`src/rtl/bsd_pkg.sv`:
```
// bsd_pkg: shared types, codes and constants of the streaming bitmap decoder.
// No dependencies; used by bsd_parser, bsd_result_buf and the top level.
`default_nettype none
package bsd_pkg;

  localparam int unsigned RES_MAX = 9;   // most results one file byte can cause
  localparam int unsigned RES_CW  = 4;   // holds 0..RES_MAX

  typedef enum logic [2:0] {
    KIND_HEADER = 3'd0,
    KIND_MASK   = 3'd1,
    KIND_PAL    = 3'd2,
    KIND_PIX    = 3'd3,
    KIND_RAW    = 3'd4,
    KIND_DONE   = 3'd5,
    KIND_ERR    = 3'd6
  } kind_e;

  typedef enum logic [3:0] {
    ERR_NONE     = 4'd0,
    ERR_NOT_BMP  = 4'd1,
    ERR_HDR_SIZE = 4'd2,
    ERR_PLANES   = 4'd3,
    ERR_DEPTH    = 4'd4,
    ERR_COMPRESS = 4'd5,
    ERR_BF_DEPTH = 4'd6,
    ERR_COLOURS  = 4'd7,
    ERR_OFFSET   = 4'd8,
    ERR_EARLY    = 4'd9,
    ERR_TOO_BIG  = 4'd10
  } err_e;

  typedef enum logic [2:0] {
    PH_HEAD = 3'd0,
    PH_MASK = 3'd1,
    PH_PAL  = 3'd2,
    PH_SKIP = 3'd3,
    PH_PIX  = 3'd4,
    PH_IDLE = 3'd5
  } phase_e;

  typedef struct packed {
    kind_e       kind;
    logic [13:0] column;
    logic [11:0] row;
    logic [31:0] payload;
    err_e        err;
    logic        last;
  } res_t;

  localparam logic [7:0]  MAGIC_B      = 8'h42;
  localparam logic [7:0]  MAGIC_M      = 8'h4D;
  localparam logic [31:0] HDR_OS2      = 32'd12;
  localparam logic [31:0] HDR_WIN      = 32'd40;
  localparam logic [31:0] COMP_RGB     = 32'd0;
  localparam logic [31:0] COMP_BITFLD  = 32'd3;
  localparam logic [31:0] OPAQUE       = 32'hFF00_0000;

  localparam logic [31:0] M16_R = 32'h0000_7C00;
  localparam logic [31:0] M16_G = 32'h0000_03E0;
  localparam logic [31:0] M16_B = 32'h0000_001F;
  localparam logic [31:0] M24_R = 32'h00FF_0000;
  localparam logic [31:0] M24_G = 32'h0000_FF00;
  localparam logic [31:0] M24_B = 32'h0000_00FF;

  // Build one result; column and row are cut to their field widths.
  function automatic res_t mk_res(kind_e kind, logic [31:0] col, logic [31:0] row,
                                  logic [31:0] pay, err_e err);
    res_t r;
    r.kind    = kind;
    r.column  = col[13:0];
    r.row     = row[11:0];
    r.payload = pay;
    r.err     = err;
    r.last    = 1'b0;
    return r;
  endfunction

endpackage
`default_nettype wire

```
`src/rtl/bsd_parser.sv`:
```
// bsd_parser: header, palette and pixel parser; one file byte per beat, all
// results of that byte built in one pass. Depends on bsd_pkg.
`default_nettype none
module bsd_parser #(
  parameter int unsigned MAX_WIDTH   = 4096,
  parameter int unsigned MAX_HEIGHT  = 4096,
  parameter int unsigned MAX_COLOURS = 256
) (
  input  wire logic                       clk_i,
  input  wire logic                       rst_ni,
  input  wire logic                       accept_i,
  input  wire logic [7:0]                 file_byte_i,
  input  wire logic                       end_of_file_i,
  output bsd_pkg::res_t                   list_o [bsd_pkg::RES_MAX],
  output logic [bsd_pkg::RES_CW-1:0]      count_o
);

  localparam int unsigned WW = $clog2(MAX_WIDTH + 1);
  localparam int unsigned HW = $clog2(MAX_HEIGHT + 1);
  localparam int unsigned PW = WW + 3;

  bsd_pkg::phase_e phase_q, phase_d;
  logic [31:0]   pos_q, pos_d, acc_q, acc_d, off_q, off_d;
  logic          win_q, win_d, bf_q, bf_d;
  logic [WW-1:0] wid_q, wid_d;
  logic [HW-1:0] hgt_q, hgt_d, row_q, row_d;
  logic [5:0]    bpp_q, bpp_d;
  logic [8:0]    pcnt_q, pcnt_d, pent_q, pent_d;
  logic [1:0]    psub_q, psub_d;
  logic [PW-1:0] rbc_q, rbc_d, pitch_q, pitch_d;
  logic [23:0]   gath_q, gath_d;

  // scratch of the byte pass
  logic [31:0]    acc_sh, wv, cnt, col_val;
  logic [15:0]    hi16;
  logic           fin, col_en, col_fin, am, go_data, go_pix;
  logic [3:0]     mk;
  logic [WW+5:0]  prod;
  logic [PW+1:0]  pbytes;
  logic [PW+2:0]  x;
  logic [WW+2:0]  rawlim;
  logic [PW-1:0]  rbc_n;
  logic [bsd_pkg::RES_CW-1:0] n;

  // state registers
  always_ff @(posedge clk_i or negedge rst_ni) begin
    if (!rst_ni) begin
      phase_q <= bsd_pkg::PH_HEAD;
      pos_q   <= '0; acc_q <= '0; off_q <= '0;
      win_q   <= 1'b0; bf_q <= 1'b0;
      wid_q   <= '0; hgt_q <= '0; row_q <= '0; bpp_q <= '0;
      pcnt_q  <= '0; pent_q <= '0; psub_q <= '0;
      rbc_q   <= '0; pitch_q <= '0; gath_q <= '0;
    end else if (accept_i) begin
      phase_q <= phase_d;
      pos_q   <= pos_d; acc_q <= acc_d; off_q <= off_d;
      win_q   <= win_d; bf_q <= bf_d;
      wid_q   <= wid_d; hgt_q <= hgt_d; row_q <= row_d; bpp_q <= bpp_d;
      pcnt_q  <= pcnt_d; pent_q <= pent_d; psub_q <= psub_d;
      rbc_q   <= rbc_d; pitch_q <= pitch_d; gath_q <= gath_d;
    end
  end

  // next state and result list of the byte at the input
  always_comb begin
    phase_d = phase_q; pos_d = pos_q + 32'd1; acc_d = acc_q; off_d = off_q;
    win_d = win_q; bf_d = bf_q; wid_d = wid_q; hgt_d = hgt_q; row_d = row_q;
    bpp_d = bpp_q; pcnt_d = pcnt_q; pent_d = pent_q; psub_d = psub_q;
    rbc_d = rbc_q; pitch_d = pitch_q; gath_d = gath_q;
    for (int i = 0; i < int'(bsd_pkg::RES_MAX); i++) list_o[i] = '0;
    n = '0;
    fin = 1'b0; col_en = 1'b0; col_fin = 1'b0; col_val = '0; am = 1'b0;
    go_data = 1'b0; go_pix = 1'b0; cnt = '0;
    acc_sh = {file_byte_i, acc_q[31:8]};
    hi16 = acc_sh[31:16];
    wv = win_q ? acc_sh : {16'd0, hi16};
    mk = pos_q[3:0] - 4'd6;
    x = '0; rbc_n = rbc_q + PW'(1);
    rawlim = (WW+3)'(wid_q) * (WW+3)'(bpp_q[5:3]);

    if (phase_q == bsd_pkg::PH_HEAD || phase_q == bsd_pkg::PH_MASK) acc_d = acc_sh;

    case (phase_q)
      bsd_pkg::PH_HEAD: begin
        if (pos_q == 32'd0) begin
          if (file_byte_i != bsd_pkg::MAGIC_B) begin
            list_o[n] = bsd_pkg::mk_res(bsd_pkg::KIND_ERR, 0, 0, 0, bsd_pkg::ERR_NOT_BMP);
            n = n + 1'b1; phase_d = bsd_pkg::PH_IDLE;
          end
        end else if (pos_q == 32'd1) begin
          if (file_byte_i != bsd_pkg::MAGIC_M) begin
            list_o[n] = bsd_pkg::mk_res(bsd_pkg::KIND_ERR, 0, 0, 0, bsd_pkg::ERR_NOT_BMP);
            n = n + 1'b1; phase_d = bsd_pkg::PH_IDLE;
          end
        end else if (pos_q == 32'd13) begin
          off_d = acc_sh;
        end else if (pos_q == 32'd17) begin
          if (acc_sh == bsd_pkg::HDR_OS2) win_d = 1'b0;
          else if (acc_sh == bsd_pkg::HDR_WIN) win_d = 1'b1;
          else begin
            list_o[n] = bsd_pkg::mk_res(bsd_pkg::KIND_ERR, 0, 0, 0, bsd_pkg::ERR_HDR_SIZE);
            n = n + 1'b1; phase_d = bsd_pkg::PH_IDLE;
          end
        end else if (pos_q == (win_q ? 32'd21 : 32'd19)) begin
          if (wv > 32'(MAX_WIDTH)) begin
            list_o[n] = bsd_pkg::mk_res(bsd_pkg::KIND_ERR, 0, 0, 0, bsd_pkg::ERR_TOO_BIG);
            n = n + 1'b1; phase_d = bsd_pkg::PH_IDLE;
          end else wid_d = wv[WW-1:0];
        end else if (pos_q == (win_q ? 32'd25 : 32'd21)) begin
          if (wv > 32'(MAX_HEIGHT)) begin
            list_o[n] = bsd_pkg::mk_res(bsd_pkg::KIND_ERR, 0, 0, 0, bsd_pkg::ERR_TOO_BIG);
            n = n + 1'b1; phase_d = bsd_pkg::PH_IDLE;
          end else hgt_d = wv[HW-1:0];
        end else if (pos_q == (win_q ? 32'd27 : 32'd23)) begin
          if (hi16 != 16'd1) begin
            list_o[n] = bsd_pkg::mk_res(bsd_pkg::KIND_ERR, 0, 0, 0, bsd_pkg::ERR_PLANES);
            n = n + 1'b1; phase_d = bsd_pkg::PH_IDLE;
          end
        end else if (pos_q == (win_q ? 32'd29 : 32'd25)) begin
          if (hi16 != 16'd1 && hi16 != 16'd4 && hi16 != 16'd8 && hi16 != 16'd16 &&
              hi16 != 16'd24 && hi16 != 16'd32) begin
            list_o[n] = bsd_pkg::mk_res(bsd_pkg::KIND_ERR, 0, 0, 0, bsd_pkg::ERR_DEPTH);
            n = n + 1'b1; phase_d = bsd_pkg::PH_IDLE;
          end else begin
            bpp_d = hi16[5:0];
            if (!win_q) begin
              col_en = 1'b1; col_fin = 1'b1;
            end
          end
        end else if (win_q && pos_q == 32'd33) begin
          if (acc_sh != bsd_pkg::COMP_RGB && acc_sh != bsd_pkg::COMP_BITFLD) begin
            list_o[n] = bsd_pkg::mk_res(bsd_pkg::KIND_ERR, 0, 0, 0, bsd_pkg::ERR_COMPRESS);
            n = n + 1'b1; phase_d = bsd_pkg::PH_IDLE;
          end else if (acc_sh == bsd_pkg::COMP_BITFLD && bpp_q <= 6'd8) begin
            list_o[n] = bsd_pkg::mk_res(bsd_pkg::KIND_ERR, 0, 0, 0, bsd_pkg::ERR_BF_DEPTH);
            n = n + 1'b1; phase_d = bsd_pkg::PH_IDLE;
          end else bf_d = (acc_sh == bsd_pkg::COMP_BITFLD);
        end else if (win_q && pos_q == 32'd49) begin
          col_en = 1'b1; col_val = acc_sh;
        end else if (win_q && pos_q == 32'd53) begin
          fin = 1'b1;
        end

        // colour count; zero means the full palette of the depth
        if (col_en) begin
          if (bpp_d > 6'd8) begin
            pcnt_d = '0; fin = col_fin;
          end else begin
            cnt = (col_val == 32'd0) ? (32'd1 << bpp_d) : col_val;
            if (cnt > 32'(MAX_COLOURS)) begin
              list_o[n] = bsd_pkg::mk_res(bsd_pkg::KIND_ERR, 0, 0, 0, bsd_pkg::ERR_COLOURS);
              n = n + 1'b1; phase_d = bsd_pkg::PH_IDLE;
            end else begin
              pcnt_d = cnt[8:0]; fin = col_fin;
            end
          end
        end

        // header result, then bitfield phase or the default masks
        if (fin) begin
          list_o[n] = bsd_pkg::mk_res(bsd_pkg::KIND_HEADER, 32'(wid_d), 32'(hgt_d),
                                      32'(bpp_d), bsd_pkg::ERR_NONE);
          n = n + 1'b1;
          if (bf_d) phase_d = bsd_pkg::PH_MASK;
          else begin
            if (bpp_d == 6'd16) begin
              list_o[n] = bsd_pkg::mk_res(bsd_pkg::KIND_MASK, 0, 0, bsd_pkg::M16_R,
                                          bsd_pkg::ERR_NONE);
              list_o[n+1] = bsd_pkg::mk_res(bsd_pkg::KIND_MASK, 1, 0, bsd_pkg::M16_G,
                                            bsd_pkg::ERR_NONE);
              list_o[n+2] = bsd_pkg::mk_res(bsd_pkg::KIND_MASK, 2, 0, bsd_pkg::M16_B,
                                            bsd_pkg::ERR_NONE);
              n = n + 3'd3;
            end else if (bpp_d == 6'd24 || bpp_d == 6'd32) begin
              list_o[n] = bsd_pkg::mk_res(bsd_pkg::KIND_MASK, 0, 0, bsd_pkg::M24_R,
                                          bsd_pkg::ERR_NONE);
              list_o[n+1] = bsd_pkg::mk_res(bsd_pkg::KIND_MASK, 1, 0, bsd_pkg::M24_G,
                                            bsd_pkg::ERR_NONE);
              list_o[n+2] = bsd_pkg::mk_res(bsd_pkg::KIND_MASK, 2, 0, bsd_pkg::M24_B,
                                            bsd_pkg::ERR_NONE);
              n = n + 3'd3;
            end
            am = 1'b1;
          end
        end
      end

      bsd_pkg::PH_MASK: begin
        if (mk[1:0] == 2'd3) begin
          list_o[n] = bsd_pkg::mk_res(bsd_pkg::KIND_MASK, 32'(mk[3:2]), 0, acc_sh,
                                      bsd_pkg::ERR_NONE);
          n = n + 1'b1;
        end
        if (mk == 4'd11) am = 1'b1;
      end

      bsd_pkg::PH_PAL: begin
        case (psub_q)
          2'd0: gath_d = {16'd0, file_byte_i};
          2'd1: gath_d[15:8] = file_byte_i;
          2'd2: begin
            gath_d[23:16] = file_byte_i;
            list_o[n] = bsd_pkg::mk_res(bsd_pkg::KIND_PAL, 32'(pent_q), 0,
                                        bsd_pkg::OPAQUE | {8'd0, gath_d}, bsd_pkg::ERR_NONE);
            n = n + 1'b1;
          end
          default: ;
        endcase
        if (psub_q == (win_q ? 2'd3 : 2'd2)) begin
          psub_d = '0;
          pent_d = pent_q + 9'd1;
          if (pent_q + 9'd1 == pcnt_q) go_data = 1'b1;
        end else psub_d = psub_q + 2'd1;
      end

      bsd_pkg::PH_SKIP: begin
        if (pos_q + 32'd1 >= off_q) go_pix = 1'b1;
      end

      bsd_pkg::PH_PIX: begin
        if (bpp_q == 6'd1) begin
          for (int k = 0; k < 8; k++) begin
            x = {rbc_q, 3'(k)};
            if (x < (PW+3)'(wid_q)) begin
              list_o[n] = bsd_pkg::mk_res(bsd_pkg::KIND_PIX, 32'(x), 32'(row_q),
                                          {31'd0, file_byte_i[7-k]}, bsd_pkg::ERR_NONE);
              n = n + 1'b1;
            end
          end
        end else if (bpp_q == 6'd4) begin
          x = {1'b0, rbc_q, 1'b0, 1'b0};
          x = x >> 1;
          if (x < (PW+3)'(wid_q)) begin
            list_o[n] = bsd_pkg::mk_res(bsd_pkg::KIND_PIX, 32'(x), 32'(row_q),
                                        {28'd0, file_byte_i[7:4]}, bsd_pkg::ERR_NONE);
            n = n + 1'b1;
          end
          if (x + (PW+3)'(1) < (PW+3)'(wid_q)) begin
            list_o[n] = bsd_pkg::mk_res(bsd_pkg::KIND_PIX, 32'(x) + 32'd1, 32'(row_q),
                                        {28'd0, file_byte_i[3:0]}, bsd_pkg::ERR_NONE);
            n = n + 1'b1;
          end
        end else if (bpp_q == 6'd8) begin
          if ((PW+3)'(rbc_q) < (PW+3)'(wid_q)) begin
            list_o[n] = bsd_pkg::mk_res(bsd_pkg::KIND_PIX, 32'(rbc_q), 32'(row_q),
                                        {24'd0, file_byte_i}, bsd_pkg::ERR_NONE);
            n = n + 1'b1;
          end
        end else begin
          if ((PW+3)'(rbc_q) < (PW+3)'(rawlim)) begin
            list_o[n] = bsd_pkg::mk_res(bsd_pkg::KIND_RAW, 32'(rbc_q), 32'(row_q),
                                        {24'd0, file_byte_i}, bsd_pkg::ERR_NONE);
            n = n + 1'b1;
          end
        end
        // row end: step up one row, or finish after the top row
        if (rbc_n >= pitch_q) begin
          if (row_q == '0) begin
            list_o[n] = bsd_pkg::mk_res(bsd_pkg::KIND_DONE, 0, 0, 0, bsd_pkg::ERR_NONE);
            n = n + 1'b1; phase_d = bsd_pkg::PH_IDLE;
            rbc_d = rbc_n;
          end else begin
            row_d = row_q - HW'(1); rbc_d = '0;
          end
        end else rbc_d = rbc_n;
      end

      default: ;
    endcase

    // end of header and masks: palette or on toward pixel data
    if (am) begin
      if (pcnt_d != '0) begin
        phase_d = bsd_pkg::PH_PAL; pent_d = '0; psub_d = '0;
      end else go_data = 1'b1;
    end

    if (go_data) begin
      if (off_q < pos_q + 32'd1) begin
        list_o[n] = bsd_pkg::mk_res(bsd_pkg::KIND_ERR, 0, 0, 0, bsd_pkg::ERR_OFFSET);
        n = n + 1'b1; phase_d = bsd_pkg::PH_IDLE;
      end else if (off_q == pos_q + 32'd1) go_pix = 1'b1;
      else phase_d = bsd_pkg::PH_SKIP;
    end

    // pixel data begins: row pitch rounded to four bytes
    prod = (WW+6)'(bpp_d) * (WW+6)'(wid_d);
    pbytes = (PW+2)'((prod + (WW+6)'(7)) >> 3) + (PW+2)'(3);
    if (go_pix) begin
      pitch_d = {pbytes[PW-1:2], 2'b00};
      rbc_d = '0;
      if (wid_d == '0 || hgt_d == '0) begin
        list_o[n] = bsd_pkg::mk_res(bsd_pkg::KIND_DONE, 0, 0, 0, bsd_pkg::ERR_NONE);
        n = n + 1'b1; phase_d = bsd_pkg::PH_IDLE;
      end else begin
        row_d = hgt_d - HW'(1); phase_d = bsd_pkg::PH_PIX;
      end
    end

    // end of file: flag a cut-short image and return to reset state
    if (end_of_file_i) begin
      if (phase_d != bsd_pkg::PH_IDLE) begin
        list_o[n] = bsd_pkg::mk_res(bsd_pkg::KIND_ERR, 0, 0, 0, bsd_pkg::ERR_EARLY);
        n = n + 1'b1;
      end
      phase_d = bsd_pkg::PH_HEAD;
      pos_d = '0; acc_d = '0; off_d = '0; win_d = 1'b0; bf_d = 1'b0;
      wid_d = '0; hgt_d = '0; row_d = '0; bpp_d = '0;
      pcnt_d = '0; pent_d = '0; psub_d = '0; rbc_d = '0; pitch_d = '0; gath_d = '0;
    end

    if (n != '0) list_o[n - 1'b1].last = 1'b1;
    count_o = n;
  end

endmodule
`default_nettype wire

```
`src/rtl/bsd_result_buf.sv`:
```
// bsd_result_buf: holds the result list of one byte and hands it out one beat
// per cycle while out_stall_i is low. Depends on bsd_pkg.
`default_nettype none
module bsd_result_buf (
  input  wire logic                  clk_i,
  input  wire logic                  rst_ni,
  input  wire logic                  load_i,
  input  wire bsd_pkg::res_t         list_i [bsd_pkg::RES_MAX],
  input  wire logic [bsd_pkg::RES_CW-1:0] count_i,
  output logic                       can_load_o,
  output logic                       out_valid_o,
  input  wire logic                  out_stall_i,
  output bsd_pkg::res_t              res_o
);

  bsd_pkg::res_t              ent_q [bsd_pkg::RES_MAX];
  logic [bsd_pkg::RES_CW-1:0] cnt_q, rd_q;
  logic                       take;

  assign out_valid_o = (rd_q < cnt_q);
  assign take        = out_valid_o && !out_stall_i;
  assign can_load_o  = !out_valid_o || (take && (rd_q + 1'b1 == cnt_q));
  assign res_o       = ent_q[rd_q];

  // entry storage
  always_ff @(posedge clk_i) begin
    if (load_i) ent_q <= list_i;
  end

  // read pointer and fill count
  always_ff @(posedge clk_i or negedge rst_ni) begin
    if (!rst_ni) begin
      cnt_q <= '0;
      rd_q  <= '0;
    end else if (load_i) begin
      cnt_q <= count_i;
      rd_q  <= '0;
    end else if (take) begin
      rd_q <= rd_q + 1'b1;
    end
  end

endmodule
`default_nettype wire

```
`src/rtl/bmp_stream_decoder_unit.sv`:
```
// Streaming bitmap decoder: one file byte per beat in, typed results out.
// Latency: a byte's first result is valid the cycle after the byte is taken.
// Throughput: one byte per cycle while each byte gives at most one result and no
// output stall; a byte with more results holds the input until its last is taken.
// Reset: asynchronous, active low; parser waits for the magic, buffer empty.
`default_nettype none
module bmp_stream_decoder_unit #(
  parameter int unsigned MAX_WIDTH   = 4096,
  parameter int unsigned MAX_HEIGHT  = 4096,
  parameter int unsigned MAX_COLOURS = 256
) (
  input  wire logic        clk_i,
  input  wire logic        rst_ni,
  input  wire logic        in_valid_i,
  output logic             in_stall_o,
  input  wire logic [7:0]  file_byte_i,
  input  wire logic        end_of_file_i,
  output logic             out_valid_o,
  input  wire logic        out_stall_i,
  output logic [2:0]       item_kind_o,
  output logic [13:0]      column_o,
  output logic [11:0]      row_o,
  output logic [31:0]      payload_o,
  output logic [3:0]       error_code_o,
  output logic             last_of_run_o
);

  bsd_pkg::res_t              list [bsd_pkg::RES_MAX];
  bsd_pkg::res_t              res;
  logic [bsd_pkg::RES_CW-1:0] count;
  logic                       can_load, accept;

  assign in_stall_o = !can_load;
  assign accept     = in_valid_i && can_load;

  bsd_parser #(
    .MAX_WIDTH  (MAX_WIDTH),
    .MAX_HEIGHT (MAX_HEIGHT),
    .MAX_COLOURS(MAX_COLOURS)
  ) u_parser (
    .clk_i        (clk_i),
    .rst_ni       (rst_ni),
    .accept_i     (accept),
    .file_byte_i  (file_byte_i),
    .end_of_file_i(end_of_file_i),
    .list_o       (list),
    .count_o      (count)
  );

  bsd_result_buf u_buf (
    .clk_i      (clk_i),
    .rst_ni     (rst_ni),
    .load_i     (accept),
    .list_i     (list),
    .count_i    (count),
    .can_load_o (can_load),
    .out_valid_o(out_valid_o),
    .out_stall_i(out_stall_i),
    .res_o      (res)
  );

  assign item_kind_o   = res.kind;
  assign column_o      = res.column;
  assign row_o         = res.row;
  assign payload_o     = res.payload;
  assign error_code_o  = res.err;
  assign last_of_run_o = res.last;

`ifndef ASSERT_OFF
  a_err_code: assert property (@(posedge clk_i) disable iff (!rst_ni)
    out_valid_o && item_kind_o != bsd_pkg::KIND_ERR |-> error_code_o == bsd_pkg::ERR_NONE)
    else $error("error code outside an error beat");
  a_err_kind: assert property (@(posedge clk_i) disable iff (!rst_ni)
    out_valid_o && item_kind_o == bsd_pkg::KIND_ERR |-> error_code_o != bsd_pkg::ERR_NONE)
    else $error("error beat without a code");
  a_stall_why: assert property (@(posedge clk_i) disable iff (!rst_ni)
    in_stall_o |-> out_valid_o)
    else $error("input stalled with no result pending");
  a_run_hold: assert property (@(posedge clk_i) disable iff (!rst_ni)
    out_valid_o && !last_of_run_o |-> in_stall_o)
    else $error("byte taken in the middle of a result run");
`endif

endmodule
`default_nettype wire

```
`config.mk`:
```
export PLATFORM = sky130hd
export DESIGN_NAME = bmp_stream_decoder_unit
export DESIGN_NICKNAME = d
export VERILOG_FILES = /design/src/rtl/bsd_pkg.sv /design/src/rtl/bsd_parser.sv /design/src/rtl/bsd_result_buf.sv /design/src/rtl/bmp_stream_decoder_unit.sv
export SDC_FILE = /design/constraint.sdc
export NUM_CORES = 2
export LEC_CHECK = 0
export ABC_AREA = 1
export BUFFER_PORTS_ARGS = -buffer_cell sky130_fd_sc_hd__clkbuf_2
export CORE_ASPECT_RATIO = 1.5
export CORE_MARGIN = 3
export CORE_UTILIZATION = 55
export CTS_CLUSTER_SIZE = 8
export DETAILED_ROUTE_END_ITERATION = 6
export PLACE_DENSITY = 0.67
export SLEW_MARGIN = 20
export SYNTH_ARGS = -nofsm -noshare
export SYNTH_HDL_FRONTEND = slang
export SYNTH_SLANG_ARGS = --single-unit
```
`constraint.sdc`:
```
create_clock -name clk_i -period 27 [get_ports clk_i]
set_input_delay 1.35 -clock clk_i [delete_from_list [all_inputs] [get_ports clk_i]]
set_output_delay 1.35 -clock clk_i [all_outputs]
set_load 0.02 [all_outputs]
```
==> Word level (Yosys, flattened, before mapping) <==
Index checks and enable logic that the tools add are counted.
Widths: inputs -> output; s select.
{ "word_totals": {"output_inout_bits": 68, "wordCells": 718, "in_bits": 13, "regBits": 816} }
{ "op_classes": {"n_eq_ne": 44, "bitwise_logic": 52, "mul": 2, "mux": 392, "n_lt_le_gt_ge": 57, "addsub": 30, "shift": 1, "n_reduce_logical": 67} }
{ "op_table": {"columns": ["operator", "n"], "rows": [
  ["$mux 594", 39],
  ["$bwmux 594", 10],
  ["$demux 66 s4", 18],
  ["$mux 66", 46],
  ["$and 576x576->576", 2],
  ["$not 576->576", 2],
  ["$and 531x531->531", 2],
  ["$not 531->531", 2],
  ["$pmux 528 s2", 1],
  ["$and 504x504->504", 2],
  ["$not 504->504", 2],
  ["$mux 32", 21],
  ["$and 567x567->567", 1],
  ["$not 567->567", 1],
  ["$and 558x558->558", 1],
  ["$not 558->558", 1],
  ["$and 549x549->549", 1],
  ["$not 549->549", 1],
  ["$and 540x540->540", 1],
  ["$not 540->540", 1],
  ["$mux 528", 1],
  ["$and 513x513->513", 1],
  ["$not 513->513", 1],
  ["$mux 13", 25],
  ["105 further kinds", 462]
]} }

==> Logic depth before layout (Yosys ltp) <==
{ "depth": {"word_depth": 53, "mapped_depth": 56} }

==> By module <==
From an unflattened synthesis, not the netlist that was laid out.
{ "unflattened": {"hier_cells": 7113, "hier_area_um2": 56130.1} }
{ "modules_own_cells": {"columns": ["mod", "area_each_um2", "cells_per_inst", "instances"], "rows": [
  ["bsd_parser", 31128.6, 4935, 1],
  ["bsd_result_buf", 24990.2, 2175, 1],
  ["bmp_stream_decoder_unit", 11.3, 3, 1]
]} }

==> Worst setup path before layout <==
No wires, ideal clock.
{ "synth_path": {"kind": "flip-flop to flip-flop", "startpoint": "register u_buf.rd_q[0] in the netlist's numbering", "endpoint": "register u_parser.pent_q[0]", "arrival_time_ns": 13.823, "required_time_ns": 26.349, "synth_period_minus_slack_ns": 14.474, "setup_time_ns": 0.651, "stages_incl_launch_ff": 18, "slack_ns": 12.526, "path_buffers": 4, "path_cell_list": "dfrtp_1 > clkinv_1 > clkbuf_1 > buf_1 > ha_1 > nor2_1 > o211ai_1 > nand2_1 > nor2_1 > inv_1 > a2111oi_0 > nor2_1 > inv_1 > nand2_1 > clkinv_1 > clkbuf_1 > clkbuf_1 > o32ai_1"} }
{ "synth_between": {"elab_chain_cells": 5, "elab_cells_between_ends": 8} }
{ "synth_rtl": {"columns": ["element", "line", "rtl"], "rows": [
  ["from (decl)", "bsd_result_buf.sv:17", "logic [bsd_pkg::RES_CW-1:0] cnt_q, rd_q;"],
  ["from (signal assigned)", "bsd_result_buf.sv:39", "rd_q <= rd_q + 1'b1;"],
  ["$add 4x1->4 / $lt 4x4->1 (equally long branches)", "bsd_result_buf.sv:22, bsd_result_buf.sv:20", null],
  ["$eq 4x4->1 / $logic_and 1x1->1 (equally long branches)", "bsd_result_buf.sv:22, bsd_result_buf.sv:21", null],
  ["$logic_and 1x1->1", "bsd_result_buf.sv:22", "assign can_load_o = !out_valid_o || (take && (rd_q + 1'b1 == cnt_q));"],
  ["$logic_or 1x1->1 (*)", "bsd_result_buf.sv:22", null],
  ["$logic_and 1x1->1 (*)", "bmp_stream_decoder_unit.sv:34", "assign accept = in_valid_i && can_load;"],
  ["net accept", "bmp_stream_decoder_unit.sv:31", "logic can_load, accept;"],
  ["to (signal assigned)", "bsd_parser.sv:59", "pcnt_q <= pcnt_d; pent_q <= pent_d; psub_q <= psub_d;"],
  ["to (decl)", "bsd_parser.sv:28", "logic [8:0] pcnt_q, pcnt_d, pent_q, pent_d;"]
]} }
Mark *: on every way through the listed nets, which the timed path passes. The rest lies on a longest branch.
A chain may end at the register's enable or synchronous reset.

==> results.tsv <==
stage	metric	value	unit
sta	period_needed	10.40	ns
worst_setup_path	start_kind	flop	
sta	fin_setup_tns	0	ns
route	routed_wl	167000	um
sta	timing.fmax	96.1	MHz
clock_tree	holdBufCountCts	0	
clock_tree	h-tree-depth	3	
layout	syn2layout_area_growth	8.45	%
route	final_antenna_net_count	0	
synthesis	synth_cell_types	81	
sta	rsz0062_at_grt	no	
route	wire_per_inst	25.1	um
worst_setup_path	setup.worst_path.class	flop to flop	
global_route	grt_overflow	0	
clock_tree	cts_max_path_buffers	3	
route	dr_wl_met2	78600	um
synthesis	synth_area_per_cell	7.85	sq um
hold_path	hold_class	flop to flop	
synthesis	ys_seq_elements	601	
synthesis	yosysTopAreaCell	edfxtp_1	
sta	finalHoldViolations	0	
floorplan	die_y	352	um
sta	worst_clock_skew	0.0390	ns
route	met3WireLength	13800	um
placed_design	hpwl	122000	um
synthesis	ys_seq_area_share	38.8	%
layout	nNetsFinal	5853	
clock_tree	post_cts_buffers	0	
sta	finalCritPeriodShare	38.5	%
synthesis	ys_async_sr_fraction	35.3	%
worst_setup_path	worst_setup_path_end_kind	flop	
sta	max-slew-margin-rel	21.3	%
route	viasPerCell	6.32	
worst_setup_path	critical_path_arrival	10.80	ns
outcome	outcome	complete, no violations	
route	dr.pass1.iters	6	
global_route	grt_use_total	39.2	%
clock_tree	cts_inserted_buffers	85	
worst_setup_path	r2r_start	u_parser.rbc_q[0]$_DFFE_PN0P_	
synthesis	synth-edff-count	389	
global_route	antenna_found_initial	3	
placed_design	numPortBuffers	80	
flow_run	maxCapViolations	0	
global_route	grt_max_degree	197	
placed_design	place.gp.congestion	1.10	
synthesis	netlist_area	43800	sq um
clock_tree	clkLatencyLatePin	0.67	ns
route	vias	41900	
route	drtIter0Drc	5030	
clock_tree	cts.clk_slew.worst_paths	0.06	ns
synthesis	synth_commonest_cells	nand2_1 (1084), nor2_1 (615), inv_1 (603)	
sta	slew_viol_final	0	
synthesis	synth_warnings	0	
hold_path	min_from	u_buf.cnt_q[2]$_DFFE_PN0P_	
layout	nFillCells	7300	
floorplan	die_x	236	um
synthesis	synth_top_cell_area_share	26.7	%
sta	setup_violations	0	
route	top_layer	met5	
clock_tree	clkSinkCount	601	
floorplan	num_io_pins	81	
worst_setup_path	slowest_stage	o21ai_0	
floorplan	start_util	55.6	%
synthesis	synth_area_leaders	edfxtp_1 (27%), dfrtp_1 (12%), nand2_1 (9.3%)	
global_route	grt_pass1_vias	40500	
synthesis	syn_inst	5580	
floorplan	coreArea	78800	sq um
layout	drive_gt1_share	8.32	%
worst_setup_path	crit_start	u_parser.rbc_q[0]$_DFFE_PN0P_	
clock_tree	clockRootBuffer	clkbuf_16	
clock_tree	cts.repair.resized	0	
worst_setup_path	critPathBufInv	11	
floorplan	rows	126	
synthesis	synth_flop_cell	edfxtp_1	
worst_setup_path	required	27.39	ns
clock_tree	cts_tree	done	
worst_setup_path	cp_top_family	simple AND/OR/NAND/NOR gates	
worst_setup_path	max_stage_delay	0.57	ns
global_route	grt_pass1_wl	248000	um
floorplan	die_area	83100	sq um
sta	worst_pin_slew	1.17	ns
synthesis	synth_most_common_cell	nand2_1	
route	wl_met1	60800	um
worst_setup_path	crit_fanout	61	
route	post-route-drc-count	0	
-- worst reg2reg max path: cells and delay by family (launching register included) --
kind            cells  cell delay [ns]
buf+inv            11             1.43
compound gates      8             1.88
simple gates       17             3.21
flops               1             0.50
fa+ha+maj          11             3.09
-- flip-flops by register name (all words and copies together), names as in the netlist --
name              cells
u_buf.ent_q         389
u_parser.pcnt_q       9
u_parser.gath_q      16
u_buf.rd_q            4
u_parser.pitch_q     14
u_parser.phase_q      3
u_parser.off_q       32
u_parser.hgt_q       13
u_parser.win_q        1
u_parser.rbc_q       16
u_parser.pent_q       9
u_parser.pos_q       32
u_parser.bpp_q        6
u_parser.row_q       13
u_parser.acc_q       24
u_parser.bf_q         1
u_parser.wid_q       13
u_parser.psub_q       2
u_buf.cnt_q           4
-- layout by cell type, fill, tap and decap left out, drive strengths merged, types with 24 or more instances in the layout --
cell    instances
nand2        1117
nand4          73
nor2          652
ha            224
fa             57
xor2           67
o31ai          30
edfxtp        389
clkinv         31
dfrtp         212
inv           647
o21ai         525
nand3         298
a21oi         249
o21a           26
nor3          194
a22oi         119
buf            59
o22ai         109
o211ai         44
clkbuf        213
a32oi          24
mux2           24
a211oi         25
-- worst paths after layout --
kind	endpoint	slack, ns	cells past startpoint
worst max-delay path	u_buf.ent_q[593]$_DFFE_PP_	16.60	47
worst min-delay path	u_buf.cnt_q[2]$_DFFE_PN0P_	0.48	2
worst max register to register	u_buf.ent_q[593]$_DFFE_PP_	16.60	47
worst min register to register	u_buf.cnt_q[2]$_DFFE_PN0P_	0.48	2
max in group asynchronous	u_parser.pos_q[4]$_DFFE_PN0P_	24.92	2
min in group asynchronous	u_buf.rd_q[2]$_DFFE_PN0P_	0.65	1
-- logic make-up after synthesis --
kind of cell | count (synthesis) | synth area share [%]
buffers and inverters | 928 | 8.31
DFF | 601 | 38.8
and+or+nand+nor | 2393 | 24.0
other | 1 | 0.00856
muxes | 28 | 0.709
xor gates and xnor gates | 90 | 1.82
adders and majority gates | 281 | 9.01
AOI/OAI and AO/OA | 1258 | 17.3
-- metrics by stage --
stage | std cells | utilization (%) | area (sq um) | setup WS [ns] | hold slack [ns]
floorplan | 5590 | - | 43800 | 12.53 | 0.448
global placement | 6495 | 57.0 | 45000 | 16.97 | 0.462
detailed placement | 6495 | 57.0 | 45000 | 16.79 | 0.473
CTS | 6635 | 60.2 | 47500 | 16.75 | 0.486
global route | 6636 | 60.3 | 47500 | 15.84 | 0.513
finish | 6637 | 60.3 | 47500 | 16.60 | 0.483
-- final cells by class --
cell class / count / area, sq um / area share (%)
multi-input cells: 4061 / 23300 / 49.1
flip-flops and latches: 601 / 17000 / 35.8
inverters: 672 / 2540 / 5.36
clock buffers: 134 / 2350 / 4.95
well taps: 1024 / 1280 / 2.70
repair buffers: 138 / 882 / 1.86
clock inverters: 6 / 143 / 0.300
diodes: 1 / 2.50 / 0.00527
-- routing by layer --
metal  vias up  global-route usage [%]
met1     20000                    46.7
met4         2                    27.6
met2      2255                    64.8
met5         -                       0
li1      19100                       -
met3       630                    6.56
Power is left out: the tool's default activity adds up to more than one toggle a clock period on the data nets, which glitch-free logic cannot reach.
